**config.mk**
```make
export PLATFORM = sky130hd
export DESIGN_NAME = icmp_echo_tracker
export DESIGN_NICKNAME = d
export VERILOG_FILES = /design/src/rtl/core/iet_pkg.sv /design/src/rtl/core/iet_ctrl.sv /design/src/rtl/core/iet_dp.sv /design/src/rtl/core/icmp_echo_tracker.sv
export VERILOG_INCLUDE_DIRS = /design/src /design/src/rtl/core
export SDC_FILE = /design/constraint.sdc
export NUM_CORES = 2
export LEC_CHECK = 0
export ABC_CLOCK_PERIOD_IN_PS = 12100
export BUFFER_PORTS_ARGS = -buffer_cell sky130_fd_sc_hd__buf_2
export CAP_MARGIN = 0
export CORE_ASPECT_RATIO = 2
export CORE_MARGIN = 5
export CORE_UTILIZATION = 42
export CTS_BUF_LIST = sky130_fd_sc_hd__clkbuf_8
export CTS_CLUSTER_DIAMETER = 40
export DETAILED_ROUTE_END_ITERATION = 8
export PLACE_DENSITY = 0.65
export SETUP_SLACK_MARGIN = 0.4
export SYNTH_ARGS = -nofsm -noshare
export SYNTH_HDL_FRONTEND = slang
export SYNTH_HIERARCHICAL = 1
export SYNTH_SLANG_ARGS = --single-unit
```
**constraint.sdc**
```tcl
create_clock -name clk -period 12.1 [get_ports clk]
set_input_delay 0.605 -clock clk [delete_from_list [all_inputs] [get_ports clk]]
set_output_delay 0.605 -clock clk [all_outputs]
set_load 0.005 [all_outputs]
```
**src/rtl/core/icmp_echo_tracker_macros.svh**
```systemverilog
// assertion macros for the icmp echo tracker
// no dependencies; included by the top level
`ifndef ICMP_ECHO_TRACKER_MACROS_SVH
`define ICMP_ECHO_TRACKER_MACROS_SVH

// same-cycle implication, checked while out of reset
`define IET_ASSERT_IMPL(name, ck, rn, ante, cons) \
    name: assert property (@(posedge ck) disable iff (!rn) (ante) |-> (cons)) \
        else $error("icmp_echo_tracker: same-cycle check failed");

// next-cycle implication, checked while out of reset
`define IET_ASSERT_NEXT(name, ck, rn, ante, cons) \
    name: assert property (@(posedge ck) disable iff (!rn) (ante) |=> (cons)) \
        else $error("icmp_echo_tracker: next-cycle check failed");

`endif

```
**src/rtl/core/iet_pkg.sv**
```systemverilog
// shared types, constants and functions of the icmp echo tracker
// no dependencies
`timescale 1ns / 1ps
`default_nettype none

package iet_pkg;

    localparam int SLOTS_DEF = 16;

    localparam logic [7:0] NONE_BYTE  = 8'hFF;
    localparam logic [7:0] ADMIN_CODE = 8'd13;
    localparam logic [7:0] MAX_UNREACH_CODE = 8'd5;

    // icmp message types
    localparam logic [7:0] TYPE_ECHO_REPLY = 8'd0;
    localparam logic [7:0] TYPE_UNREACH    = 8'd3;
    localparam logic [7:0] TYPE_REDIRECT   = 8'd5;
    localparam logic [7:0] TYPE_TIME_EXC   = 8'd11;
    localparam logic [7:0] TYPE_PARAM      = 8'd12;

    // ping status codes
    localparam logic [3:0] ST_OK            = 4'd0;
    localparam logic [3:0] ST_TTL           = 4'd1;
    localparam logic [3:0] ST_PARAM         = 4'd2;
    localparam logic [3:0] ST_REDIRECT      = 4'd3;
    localparam logic [3:0] ST_UNREACH_BASE  = 4'd4;
    localparam logic [3:0] ST_UNREACH_ADMIN = 4'd10;
    localparam logic [3:0] ST_UNKNOWN       = 4'd11;
    localparam logic [3:0] ST_TIMEOUT       = 4'd12;

    typedef enum logic [1:0] {
        OP_START = 2'd0,
        OP_MSG   = 2'd1,
        OP_POLL  = 2'd2,
        OP_TICK  = 2'd3
    } opcode_t;

    typedef enum logic [2:0] {
        RK_STARTED  = 3'd0,
        RK_FULL     = 3'd1,
        RK_PENDING  = 3'd2,
        RK_FINISHED = 3'd3,
        RK_MATCHED  = 3'd4,
        RK_IGNORED  = 3'd5,
        RK_TICK     = 3'd6
    } result_kind_t;

    typedef enum logic [4:0] {
        S_IDLE   = 5'b00001,
        S_SCAN   = 5'b00010,
        S_PRD    = 5'b00100,
        S_PCALC  = 5'b01000,
        S_RESULT = 5'b10000
    } state_t;

    typedef struct packed {
        logic load;
        logic scan_step;
        logic poll_rd;
        logic poll_calc;
        logic finish;
    } dp_cmd_t;

    typedef struct packed {
        logic scan_end;
        logic out_free;
    } dp_status_t;

    function automatic logic msg_accepted(input logic [7:0] t);
        return (t == TYPE_ECHO_REPLY) || (t == TYPE_UNREACH) || (t == TYPE_REDIRECT) ||
               (t == TYPE_TIME_EXC) || (t == TYPE_PARAM);
    endfunction

    function automatic logic [3:0] status_of(input logic [7:0] t, input logic [7:0] c);
        logic [3:0] s;
        s = ST_UNKNOWN;
        if (t == TYPE_ECHO_REPLY)
        begin
            s = ST_OK;
        end
        else if (t == TYPE_TIME_EXC)
        begin
            s = ST_TTL;
        end
        else if (t == TYPE_PARAM)
        begin
            s = ST_PARAM;
        end
        else if (t == TYPE_REDIRECT)
        begin
            s = ST_REDIRECT;
        end
        else if (t == TYPE_UNREACH)
        begin
            if (c <= MAX_UNREACH_CODE)
            begin
                s = ST_UNREACH_BASE + c[3:0];
            end
            else if (c == ADMIN_CODE)
            begin
                s = ST_UNREACH_ADMIN;
            end
        end
        return s;
    endfunction

endpackage

`default_nettype wire

```
**src/rtl/core/iet_ctrl.sv**
```systemverilog
// sequencing state machine of the icmp echo tracker
// depends on iet_pkg
`timescale 1ns / 1ps
`default_nettype none

module iet_ctrl
    import iet_pkg::*;
(
    input  wire logic       clk,
    input  wire logic       rst_n,
    input  wire logic       in_valid,
    input  wire logic [1:0] opcode,
    input  dp_status_t      status,
    output dp_cmd_t         cmd,
    output logic            in_stall
);

    state_t state_reg;
    state_t state_next;

    always_comb
    begin
        state_next = state_reg;
        cmd        = '0;
        in_stall   = (state_reg != S_IDLE);
        case (state_reg)
            S_IDLE:
            begin
                if (in_valid)
                begin
                    cmd.load = 1'b1;
                    case (opcode_t'(opcode))
                        OP_START: state_next = S_SCAN;
                        OP_MSG:   state_next = S_SCAN;
                        OP_POLL:  state_next = S_PRD;
                        default:  state_next = S_RESULT;
                    endcase
                end
            end
            S_SCAN:
            begin
                if (status.scan_end)
                begin
                    state_next = S_RESULT;
                end
                else
                begin
                    cmd.scan_step = 1'b1;
                end
            end
            S_PRD:
            begin
                cmd.poll_rd = 1'b1;
                state_next  = S_PCALC;
            end
            S_PCALC:
            begin
                cmd.poll_calc = 1'b1;
                state_next    = S_RESULT;
            end
            S_RESULT:
            begin
                if (status.out_free)
                begin
                    cmd.finish = 1'b1;
                    state_next = S_IDLE;
                end
            end
            default:
            begin
                state_next = S_IDLE;
            end
        endcase
    end

    always_ff @(posedge clk or negedge rst_n)
    begin
        if (!rst_n)
        begin
            state_reg <= S_IDLE;
        end
        else
        begin
            state_reg <= state_next;
        end
    end

endmodule

`default_nettype wire

```
**src/rtl/core/iet_dp.sv**
```systemverilog
// datapath of the icmp echo tracker: slot table, clock, scan and output register
// depends on iet_pkg
`timescale 1ns / 1ps
`default_nettype none

module iet_dp
    import iet_pkg::*;
#(
    parameter int SLOTS = SLOTS_DEF
)
(
    input  wire logic        clk,
    input  wire logic        rst_n,
    input  dp_cmd_t          cmd,
    output dp_status_t       status,
    input  wire logic [1:0]  opcode,
    input  wire logic [15:0] ping_id,
    input  wire logic [15:0] ping_seq,
    input  wire logic [31:0] wait_limit_ms,
    input  wire logic [7:0]  msg_type,
    input  wire logic [7:0]  msg_code,
    input  wire logic        frame_ok,
    input  wire logic [3:0]  slot_index,
    output logic             out_valid,
    input  wire logic        out_stall,
    output logic [2:0]       result_kind,
    output logic [3:0]       slot_out,
    output logic [3:0]       ping_status,
    output logic [31:0]      rtt_ms,
    output logic [7:0]       reply_type,
    output logic [7:0]       reply_code,
    output logic             success
);

    localparam int IDX_W = (SLOTS > 1) ? $clog2(SLOTS) : 1;
    localparam int CNT_W = $clog2(SLOTS + 1);
    localparam int RNG_W = (CNT_W > 4) ? CNT_W + 1 : 5;

    // captured item
    opcode_t     op_reg;
    logic [31:0] key_reg;
    logic [31:0] limit_reg;
    logic [7:0]  mtype_reg;
    logic [7:0]  mcode_reg;
    logic        fok_reg;
    logic [3:0]  pidx_reg;
    logic        pidx_ok_reg;

    // slot flags and clock
    logic [SLOTS-1:0] used_reg;
    logic [SLOTS-1:0] ans_reg;
    logic [31:0]      now_reg;

    // scan pipeline
    logic [CNT_W-1:0] scan_reg;
    logic             cmp_vld_reg;
    logic [IDX_W-1:0] cmp_idx_reg;
    logic             hit_reg;
    logic [IDX_W-1:0] hit_idx_reg;

    // slot storage
    logic [31:0] key_mem   [0:SLOTS-1];
    logic [15:0] ans_mem   [0:SLOTS-1];
    logic [31:0] start_mem [0:SLOTS-1];
    logic [31:0] end_mem   [0:SLOTS-1];
    logic [31:0] limit_mem [0:SLOTS-1];

    logic [31:0] key_rd_reg;
    logic [15:0] ans_rd_reg;
    logic [31:0] start_rd_reg;
    logic [31:0] end_rd_reg;
    logic [31:0] limit_rd_reg;

    logic [31:0] age_reg;
    logic [31:0] rtt_reg;

    // output register
    logic         out_valid_reg;
    result_kind_t kind_reg;
    logic [3:0]   slot_reg;
    logic [3:0]   pstat_reg;
    logic [31:0]  rtt_out_reg;
    logic [7:0]   type_reg;
    logic [7:0]   code_reg;
    logic         success_reg;

    logic [IDX_W-1:0] pidx_a;
    logic [IDX_W-1:0] scan_a;
    logic [IDX_W-1:0] rd_addr;
    logic             scan_left;
    logic             issue;
    logic             rd_en;
    logic             msg_ok;
    logic             hit_now;
    logic             poll_used;
    logic             poll_ans;
    logic             timeout;
    logic [15:0]      ans_wdata;

    result_kind_t res_kind;
    logic [3:0]   res_slot;
    logic [3:0]   res_status;
    logic [31:0]  res_rtt;
    logic [7:0]   res_type;
    logic [7:0]   res_code;
    logic         res_success;
    logic         we_start;
    logic         we_answer;
    logic         clr_slot;
    logic         now_inc;

    assign pidx_a    = IDX_W'(pidx_reg);
    assign scan_a    = scan_reg[IDX_W-1:0];
    assign scan_left = (scan_reg != CNT_W'(SLOTS));
    assign msg_ok    = fok_reg && msg_accepted(mtype_reg);

    // compare stage: free slot for start, used slot with same key for an accepted message
    always_comb
    begin
        hit_now = 1'b0;
        if (cmd.scan_step && cmp_vld_reg)
        begin
            if (op_reg == OP_START)
            begin
                hit_now = !used_reg[cmp_idx_reg];
            end
            else
            begin
                hit_now = msg_ok && used_reg[cmp_idx_reg] && (key_rd_reg == key_reg);
            end
        end
    end

    assign issue   = cmd.scan_step && !hit_reg && !hit_now && scan_left;
    assign rd_en   = cmd.poll_rd || issue;
    assign rd_addr = cmd.poll_rd ? pidx_a : scan_a;

    assign status.scan_end = hit_reg || (!scan_left && !cmp_vld_reg);
    assign status.out_free = !out_valid_reg || !out_stall;

    assign poll_used = pidx_ok_reg && used_reg[pidx_a];
    assign poll_ans  = ans_reg[pidx_a];
    assign timeout   = (age_reg >= limit_rd_reg);
    assign ans_wdata = {mtype_reg, (mtype_reg == TYPE_ECHO_REPLY) ? 8'h00 : mcode_reg};

    // result and table updates of the finishing item
    always_comb
    begin
        res_kind    = RK_IGNORED;
        res_slot    = 4'd0;
        res_status  = ST_OK;
        res_rtt     = 32'd0;
        res_type    = NONE_BYTE;
        res_code    = NONE_BYTE;
        res_success = 1'b0;
        we_start    = 1'b0;
        we_answer   = 1'b0;
        clr_slot    = 1'b0;
        now_inc     = 1'b0;
        case (op_reg)
            OP_START:
            begin
                if (hit_reg)
                begin
                    res_kind = RK_STARTED;
                    res_slot = 4'(hit_idx_reg);
                    we_start = cmd.finish;
                end
                else
                begin
                    res_kind   = RK_FULL;
                    res_status = ST_UNKNOWN;
                end
            end
            OP_MSG:
            begin
                if (hit_reg)
                begin
                    res_kind  = RK_MATCHED;
                    res_slot  = 4'(hit_idx_reg);
                    we_answer = cmd.finish;
                end
            end
            OP_POLL:
            begin
                if (poll_used)
                begin
                    res_slot = pidx_reg;
                    if (poll_ans)
                    begin
                        res_kind    = RK_FINISHED;
                        res_status  = status_of(ans_rd_reg[15:8], ans_rd_reg[7:0]);
                        res_rtt     = rtt_reg;
                        res_type    = ans_rd_reg[15:8];
                        res_code    = ans_rd_reg[7:0];
                        res_success = (ans_rd_reg[15:8] == TYPE_ECHO_REPLY);
                        clr_slot    = cmd.finish;
                    end
                    else if (timeout)
                    begin
                        res_kind   = RK_FINISHED;
                        res_status = ST_TIMEOUT;
                        clr_slot   = cmd.finish;
                    end
                    else
                    begin
                        res_kind = RK_PENDING;
                    end
                end
            end
            default:
            begin
                res_kind = RK_TICK;
                now_inc  = cmd.finish;
            end
        endcase
    end

    // item capture
    always_ff @(posedge clk)
    begin
        if (cmd.load)
        begin
            key_reg     <= {ping_id, ping_seq};
            limit_reg   <= wait_limit_ms;
            mtype_reg   <= msg_type;
            mcode_reg   <= msg_code;
            fok_reg     <= frame_ok;
            pidx_reg    <= slot_index;
            pidx_ok_reg <= (RNG_W'(slot_index) < RNG_W'(SLOTS));
        end
    end

    always_ff @(posedge clk or negedge rst_n)
    begin
        if (!rst_n)
        begin
            op_reg <= OP_TICK;
        end
        else if (cmd.load)
        begin
            op_reg <= opcode_t'(opcode);
        end
    end

    // scan counter and compare stage
    always_ff @(posedge clk or negedge rst_n)
    begin
        if (!rst_n)
        begin
            scan_reg    <= '0;
            cmp_vld_reg <= 1'b0;
            cmp_idx_reg <= '0;
            hit_reg     <= 1'b0;
            hit_idx_reg <= '0;
        end
        else if (cmd.load)
        begin
            scan_reg    <= '0;
            cmp_vld_reg <= 1'b0;
            hit_reg     <= 1'b0;
        end
        else if (cmd.scan_step)
        begin
            cmp_vld_reg <= issue;
            if (issue)
            begin
                scan_reg    <= scan_reg + CNT_W'(1);
                cmp_idx_reg <= scan_a;
            end
            if (hit_now)
            begin
                hit_reg     <= 1'b1;
                hit_idx_reg <= cmp_idx_reg;
            end
        end
    end

    // flags and clock
    always_ff @(posedge clk or negedge rst_n)
    begin
        if (!rst_n)
        begin
            used_reg <= '0;
            ans_reg  <= '0;
            now_reg  <= 32'd0;
        end
        else
        begin
            if (we_start)
            begin
                used_reg[hit_idx_reg] <= 1'b1;
                ans_reg[hit_idx_reg]  <= 1'b0;
            end
            if (we_answer)
            begin
                ans_reg[hit_idx_reg] <= 1'b1;
            end
            if (clr_slot)
            begin
                used_reg[pidx_a] <= 1'b0;
                ans_reg[pidx_a]  <= 1'b0;
            end
            if (now_inc)
            begin
                now_reg <= now_reg + 32'd1;
            end
        end
    end

    // slot storage writes
    always_ff @(posedge clk)
    begin
        if (we_start)
        begin
            key_mem[hit_idx_reg]   <= key_reg;
            start_mem[hit_idx_reg] <= now_reg;
            limit_mem[hit_idx_reg] <= limit_reg;
        end
        if (we_answer)
        begin
            ans_mem[hit_idx_reg] <= ans_wdata;
            end_mem[hit_idx_reg] <= now_reg;
        end
    end

    // slot storage reads, one address per cycle
    always_ff @(posedge clk)
    begin
        if (rd_en)
        begin
            key_rd_reg   <= key_mem[rd_addr];
            ans_rd_reg   <= ans_mem[rd_addr];
            start_rd_reg <= start_mem[rd_addr];
            end_rd_reg   <= end_mem[rd_addr];
            limit_rd_reg <= limit_mem[rd_addr];
        end
    end

    // elapsed time and round trip, registered for the timeout check in the result state
    always_ff @(posedge clk)
    begin
        if (cmd.poll_calc)
        begin
            age_reg <= now_reg - start_rd_reg;
            rtt_reg <= (end_rd_reg >= start_rd_reg) ? (end_rd_reg - start_rd_reg) : 32'd0;
        end
    end

    // output register
    always_ff @(posedge clk or negedge rst_n)
    begin
        if (!rst_n)
        begin
            out_valid_reg <= 1'b0;
        end
        else if (cmd.finish)
        begin
            out_valid_reg <= 1'b1;
        end
        else if (out_valid_reg && !out_stall)
        begin
            out_valid_reg <= 1'b0;
        end
    end

    always_ff @(posedge clk)
    begin
        if (cmd.finish)
        begin
            kind_reg    <= res_kind;
            slot_reg    <= res_slot;
            pstat_reg   <= res_status;
            rtt_out_reg <= res_rtt;
            type_reg    <= res_type;
            code_reg    <= res_code;
            success_reg <= res_success;
        end
    end

    assign out_valid   = out_valid_reg;
    assign result_kind = kind_reg;
    assign slot_out    = slot_reg;
    assign ping_status = pstat_reg;
    assign rtt_ms      = rtt_out_reg;
    assign reply_type  = type_reg;
    assign reply_code  = code_reg;
    assign success     = success_reg;

endmodule

`default_nettype wire

```
**src/rtl/core/icmp_echo_tracker.sv**
```systemverilog
// start and incoming message: the scan reads one slot per cycle, set by the single read
// port of the slot table, and a hit ends the scan early; a poll reads its slot, then works
// out the age and round trip; a tick goes straight to the result, and every item then waits
// for the output register to be free; one item at a time: the next transfer is taken on
// the cycle after the result is written
// reset: asynchronous, active low; clears all slot flags and the millisecond counter
`timescale 1ns / 1ps
`default_nettype none
`include "icmp_echo_tracker_macros.svh"

module icmp_echo_tracker
    import iet_pkg::*;
#(
    parameter int SLOTS = SLOTS_DEF
)
(
    input  wire logic        clk,
    input  wire logic        rst_n,
    // input channel
    input  wire logic        in_valid,
    output logic             in_stall,
    input  wire logic [1:0]  opcode,
    input  wire logic [15:0] ping_id,
    input  wire logic [15:0] ping_seq,
    input  wire logic [31:0] wait_limit_ms,
    input  wire logic [7:0]  msg_type,
    input  wire logic [7:0]  msg_code,
    input  wire logic        frame_ok,
    input  wire logic [3:0]  slot_index,
    // result channel
    output logic             out_valid,
    input  wire logic        out_stall,
    output logic [2:0]       result_kind,
    output logic [3:0]       slot_out,
    output logic [3:0]       ping_status,
    output logic [31:0]      rtt_ms,
    output logic [7:0]       reply_type,
    output logic [7:0]       reply_code,
    output logic             success
);

    // commands from the state machine, status back from the datapath
    dp_cmd_t    cmd;
    dp_status_t status;

    // sequencer: idle, slot scan, poll read and compute, result hand-off
    iet_ctrl u_ctrl (
        .clk      (clk),
        .rst_n    (rst_n),
        .in_valid (in_valid),
        .opcode   (opcode),
        .status   (status),
        .cmd      (cmd),
        .in_stall (in_stall)
    );

    // slot table, millisecond counter, scan pipeline and result register
    iet_dp #(
        .SLOTS (SLOTS)
    ) u_dp (
        .clk           (clk),
        .rst_n         (rst_n),
        .cmd           (cmd),
        .status        (status),
        .opcode        (opcode),
        .ping_id       (ping_id),
        .ping_seq      (ping_seq),
        .wait_limit_ms (wait_limit_ms),
        .msg_type      (msg_type),
        .msg_code      (msg_code),
        .frame_ok      (frame_ok),
        .slot_index    (slot_index),
        .out_valid     (out_valid),
        .out_stall     (out_stall),
        .result_kind   (result_kind),
        .slot_out      (slot_out),
        .ping_status   (ping_status),
        .rtt_ms        (rtt_ms),
        .reply_type    (reply_type),
        .reply_code    (reply_code),
        .success       (success)
    );

    // a transfer in makes the block busy on the next cycle
    `IET_ASSERT_NEXT(a_busy_after_transfer, clk, rst_n, in_valid && !in_stall, in_stall)
    // a result is only written when the output register can take it
    `IET_ASSERT_IMPL(a_finish_when_free, clk, rst_n, cmd.finish, status.out_free)
    // a finished item shows up at the output on the next cycle
    `IET_ASSERT_NEXT(a_result_shown, clk, rst_n, cmd.finish, out_valid)
    // at most one command per cycle
    `IET_ASSERT_IMPL(a_one_cmd, clk, rst_n, 1'b1, $onehot0(cmd))

endmodule

`default_nettype wire

```
Word-level counts from Yosys, hierarchy flattened
Memory sizes are Yosys's and may differ from the RTL's. A register that Yosys moved wholly into a read port is not among the register bits.
Cells that the tools add are included.
Widths: inputs -> output; s select.
Cells by class
  $add $sub $neg: 5
  magnitude comparators: 8
  equal/unequal tests: 24
  muxes and demuxes: 75
  bitwise operators: 8
  reductions and logical operators: 42
Operator list (number)
  $mux 16: 5
  $ge 32x32->1: 2
  $sub 32x32->32: 2
  $mux 4: 13
  $and 16x16->16: 3
  $eq 8x4->1 const B: 5
  $mux 1: 38
  $add 32x1->32 const B: 1
  $eq 32x32->1: 1
  $not 16->16: 2
  $or 16x16->16: 2
  $mux 5: 6
  $pmux 5 s5: 1
  $eq 8x2->1 const B: 2
  $eq 8x3->1 const B: 2
  $logic_not 8->1: 2
  $pmux 4 s2: 2
  $lt 4x5->1 const B: 3
  $bmux 1 s4: 3
  $reduce_and 3->1: 4
  $logic_and 1x1->1: 11
  $pmux 5 s2: 1
  $pmux 3 s3: 1
  $demux 1 s4: 2
  other kinds (24): 48
Storage, ports and cells
  register bits: 296
  RAM bits: 2304
  input bits: 91
  output and inout bits: 62
  word-level logic and storage cells: 193
  memories kept: 5
Memory list
  u_dp.end_mem: words 16, bits a word 32, read ports 1, clocked after Yosys merged registers in 1, wr ports 1, line iet_dp.sv:65  | logic [31:0] end_mem [0:SLOTS-1];
  u_dp.key_mem: words 16, bits a word 32, read ports 1, clocked after Yosys merged registers in 1, wr ports 1, line iet_dp.sv:62  | logic [31:0] key_mem [0:SLOTS-1];
  u_dp.limit_mem: words 16, bits a word 32, read ports 1, clocked after Yosys merged registers in 1, wr ports 1, line iet_dp.sv:66  | logic [31:0] limit_mem [0:SLOTS-1];
  u_dp.start_mem: words 16, bits a word 32, read ports 1, clocked after Yosys merged registers in 1, wr ports 1, line iet_dp.sv:64  | logic [31:0] start_mem [0:SLOTS-1];
  u_dp.ans_mem: words 16, bits a word 16, read ports 1, clocked after Yosys merged registers in 1, wr ports 1, line iet_dp.sv:63  | logic [15:0] ans_mem [0:SLOTS-1];

Depth between registers and ports, before layout
  word-level depth: 16
  mapped depth: 12
  gate-level depth less buffers: 12

Hierarchy
Netlist, hierarchy kept.
By module, submodules not included
  iet_dp: times used 1, cells an instance 5349, area each 107110.2 µm², seq. area each 81841.0 µm²
  iet_ctrl: times used 1, cells an instance 30, area each 316.6 µm², seq. area each 126.4 µm²

Worst setup path before layout
Ideal clock, no wire load.
  kind: reg2reg
  start: register u_ctrl.state_reg[3]
  end: register u_dp.used_reg[12]
  setup time: 90 ps
  data arrival time: 10535 ps
  required time: 12010 ps
  path slack: 1475 ps
  cell stages (with the launch flop): 7
  buffers on the path: 0
  clock period less this slack: 10625 ps
  path through: dfrtp_1 > nor3_1 > and3_1 > nand3_1 > or2_2 > nor3_1 > o32a_1
RTL lines
  start: declaration: line iet_ctrl.sv:18  | state_t state_reg;
  start signal: assignment: line iet_ctrl.sv:84  | state_reg <= state_next;
  end signal: assignment: line iet_dp.sv:284  | used_reg <= '0;
  end signal: indexed assignment: line iet_dp.sv:292  | used_reg[hit_idx_reg] <= 1'b1;
  end signal: indexed assignment: line iet_dp.sv:301  | used_reg[pidx_a] <= 1'b0;
  end: declaration: line iet_dp.sv:50  | logic [SLOTS-1:0] used_reg;

==> reports/metrics.csv <==
metric,value,unit
status,"complete, no violations",
chipHeight,725,um
r2r_cells,10,
initialDrtViolationCount,4970,
netlist_area,107000,um^2
achievable-frequency,183,MHz
clock_latency,1010,ps
syn_inst,5379,
synth_fp_nets,5572,
hold_path_class,input port to flop,
final_area,120000,um^2
cell_type_with_the_highest_occurrence_count_on_the_critical_path,sky130_fd_sc_hd__buf_4,
crit_path_cell_trace,"nor3_1, and3b_4, mux2i_4, buf_4, buf_4, buf_4, mux4_2, and2_1, a211oi_1, a31oi_1",
total_iterations_of_the_first_detailed_routing_run,5,
postPlaceCellArea,113000,um^2
synthTopCellsByCount,"2,657 x sky130_fd_sc_hd__edfxtp_1, 591 x sky130_fd_sc_hd__mux4_2, 375 x sky130_fd_sc_hd__nand2_1",
detail-route-antenna-nets,0,
critPathLaunchType,flop,
most_frequent_cell_after_synthesis,sky130_fd_sc_hd__edfxtp_1,
totalNegativeSetupSlack,0,ps
yosys.area.top_type_share,0.743,
routed-via-count,54000,
io-pin-count,153,
finalHoldViolCount,0,
max_slew.worst_pin.slew,1290,ps
irDropWorstVdd,0.0948,mV
ys_warn_count,6,
count_of_final_max_slew_check_failures,0,
pin_count_of_the_biggest_net_entering_global_routing,127,
globalplace.congestion,0.836,
rsz0062_at_grt,false,
cpLargestDelayFamily,buffers and inverters,
crit_path_max_incr_delay,800,ps
yosys.area.top_type,sky130_fd_sc_hd__edfxtp_1,
grt_remaining_overflow,0,
grt_first_pass_wirelength,386000,um
asyncSetResetFlopFracSynth,0.0317,
post_cts.repair.setup_buffers,0,
hold_path.startpoint,wait_limit_ms[4],
rr_endpoint,u_dp/key_rd_reg[27]$_DFFE_PP_,
clock-sinks,2744,
worst_slew_margin_relative_to_its_limit,0.138,
cp_data_required_time,12770,ps
routed_wl,263000,um
ctsRootBufferMaster,sky130_fd_sc_hd__clkbuf_8,
whs_endpoint,u_dp/limit_reg[4]$_DFFE_PP_,
placement_rows,262,
cts_hold_buf,94,
remaining_drc_errors,0,
die-width,368,um
ys_dominant_reg_cell,sky130_fd_sc_hd__edfxtp_1,
cpMaxStageDelayCell,sky130_fd_sc_hd__buf_4,
syn_to_final_growth,11.8,%
cts.path.max_buffers,4,
yosys_register_bits,2744,
track_usage,0.195,
final_nets,6056,
synth_cell_type_count,90,
core_region_area,255000,um^2
final_period_minus_worst_setup_slack,5460,ps
clock_tree_from_tritoncts,built,
number_of_enable_flip_flop_cells_after_synthesis,2657,
type_of_the_setup_path_with_the_least_slack,flop to flop,
share_of_the_clock_period_used_by_the_worst_path_after_layout,0.451,
floorplan.initialDensity,0.422,
tritoncts.num_buffers,363,
die-area,267000,um^2
clkTransAtPathRegs,70,ps
cts_resized,0,
synth_area_per_cell,20.0,um^2
antenna_found_initial,16,
dp.final_hpwl,145000,um
worstHoldPathCells,2,
rr_startpoint,u_ctrl/state_reg[3]$_DFFE_PN0P_,
worstPathBufferInverterCount,3,
htreeDepth,5,
synth.yosys.seq_area_share,0.763,
critPathLaunch,u_ctrl/state_reg[3]$_DFFE_PN0P_,
vias_in_the_first_global_route,57600,
setup_violation_total_in_the_final_timing_report,0,
crit_fanout,58,
p_per_area,165,nW/um^2
maxCapViolations,0,
power.static_leakage,40.7,nW
viasPerCell,5.72,
setup.worst_path.end_class,flop,
synth_area_leaders,"sky130_fd_sc_hd__edfxtp_1 74%, sky130_fd_sc_hd__mux4_2 12%, sky130_fd_sc_hd__dfrtp_1 2.0%",
avgRoutedWirePerCell,27.9,um
critical_path_arrival,6130,ps
place.port_buffers,152,
final.setup_skew,100,ps
post_route_cells_drive_above_1_share,0.230,
regToRegSetupSlack,6640,ps
[layer usage]
metal	vias to the layer above	global-route usage	part of all wire
met1	28900	0.224	0.36
met4	12	0.0745	0.040
met2	1800	0.368	0.55
met5	-	0	0.00028
li1	22900	-	-
met3	488	0.0257	0.051
[logic make-up after synthesis]
logic type,synth area share
flops,0.763
simple gates,0.0403
mux,0.126
compound gates,0.0355
fa+ha+maj,0.0120
xor+xnor,0.00970
buf+inv,0.0138
[worst max path at each step]
stage | end | slack (ps) | depth (start not counted)
global placement | u_dp/ans_rd_reg[2]$_DFFE_PP_ | 5620 | 10
global route | u_dp/key_rd_reg[9]$_DFFE_PP_ | 6450 | 10
floorplan | u_dp/used_reg[12]$_DFF_PN0_ | 1480 | 6
CTS | u_dp/limit_rd_reg[27]$_DFFE_PP_ | 6680 | 10
finish | u_dp/key_rd_reg[27]$_DFFE_PP_ | 6640 | 10
detailed placement | u_dp/limit_rd_reg[27]$_DFFE_PP_ | 6640 | 10
[cell usage in the layout, fill, tap and decap left out, types with 14 or more instances in the layout]
cell / netlist / layout
sky130_fd_sc_hd__clkbuf_8: 0 / 373
sky130_fd_sc_hd__nor2b_1: 25 / 25
sky130_fd_sc_hd__and2_1: 157 / 157
sky130_fd_sc_hd__nor2_1: 110 / 90
sky130_fd_sc_hd__clkinv_1: 0 / 82
sky130_fd_sc_hd__buf_4: 1 / 116
sky130_fd_sc_hd__inv_6: 0 / 16
sky130_fd_sc_hd__nand4_1: 21 / 21
sky130_fd_sc_hd__nand2b_1: 42 / 41
sky130_fd_sc_hd__ha_1: 100 / 100
sky130_fd_sc_hd__nor3_1: 22 / 16
sky130_fd_sc_hd__clkinv_2: 0 / 51
sky130_fd_sc_hd__a21oi_1: 87 / 87
sky130_fd_sc_hd__nor2_4: 0 / 21
sky130_fd_sc_hd__a21o_1: 32 / 32
sky130_fd_sc_hd__edfxtp_1: 2657 / 2657
sky130_fd_sc_hd__xor2_1: 23 / 23
sky130_fd_sc_hd__and3_1: 47 / 46
sky130_fd_sc_hd__dfrtp_1: 84 / 84
sky130_fd_sc_hd__xnor2_1: 96 / 96
sky130_fd_sc_hd__a31oi_1: 150 / 150
sky130_fd_sc_hd__inv_1: 102 / 192
sky130_fd_sc_hd__o21ai_0: 48 / 48
sky130_fd_sc_hd__nand3_1: 31 / 31
sky130_fd_sc_hd__mux4_2: 591 / 591
sky130_fd_sc_hd__nand2_1: 375 / 375
sky130_fd_sc_hd__dlygate4sd3_1: 0 / 94
sky130_fd_sc_hd__o21a_1: 14 / 14
sky130_fd_sc_hd__buf_2: 95 / 152
sky130_fd_sc_hd__a211oi_1: 151 / 151
[cell type report]
cell class,instances,area [um^2]
Multi-Input combinational cell,2276,24300
Timing Repair Buffer,373,2790
Inverter,105,429
Fill cell,20900,135000
Clock inverter,261,1430
Clock buffer,373,5130
Sequential cell,2744,82000
Tap cell,3300,4130
Antenna cell,6,15.0
[where the power goes]
part | leakage, nW | internal [mW] | switching, mW | total [mW]
combinational | 11.1 | 0.911 | 1.21 | 2.12
clock | 3.74 | 3.09 | 3.37 | 6.46
sequential | 25.8 | 10.9 | 0.336 | 11.2
total | 40.7 | 14.9 | 4.91 | 19.8
[per-stage QoR]
step / instances / worst slack (ps) / power, mW / hold slack [ps] / util
3_3_place_gp: 8702 / 5620 / 13.5 / 486 / 0.442
3_5_place_dp: 8704 / 6640 / 13.6 / 510 / 0.442
2_1_floorplan: 5379 / 1480 / 12.8 / 309 / -
4_1_cts: 9432 / 6680 / 20.1 / 202 / 0.472
5_1_grt: 9436 / 6450 / 20.6 / 242 / 0.472
6_report: 9438 / 6640 / 19.8 / 297 / 0.472
(Power assumes the default switching activity.)
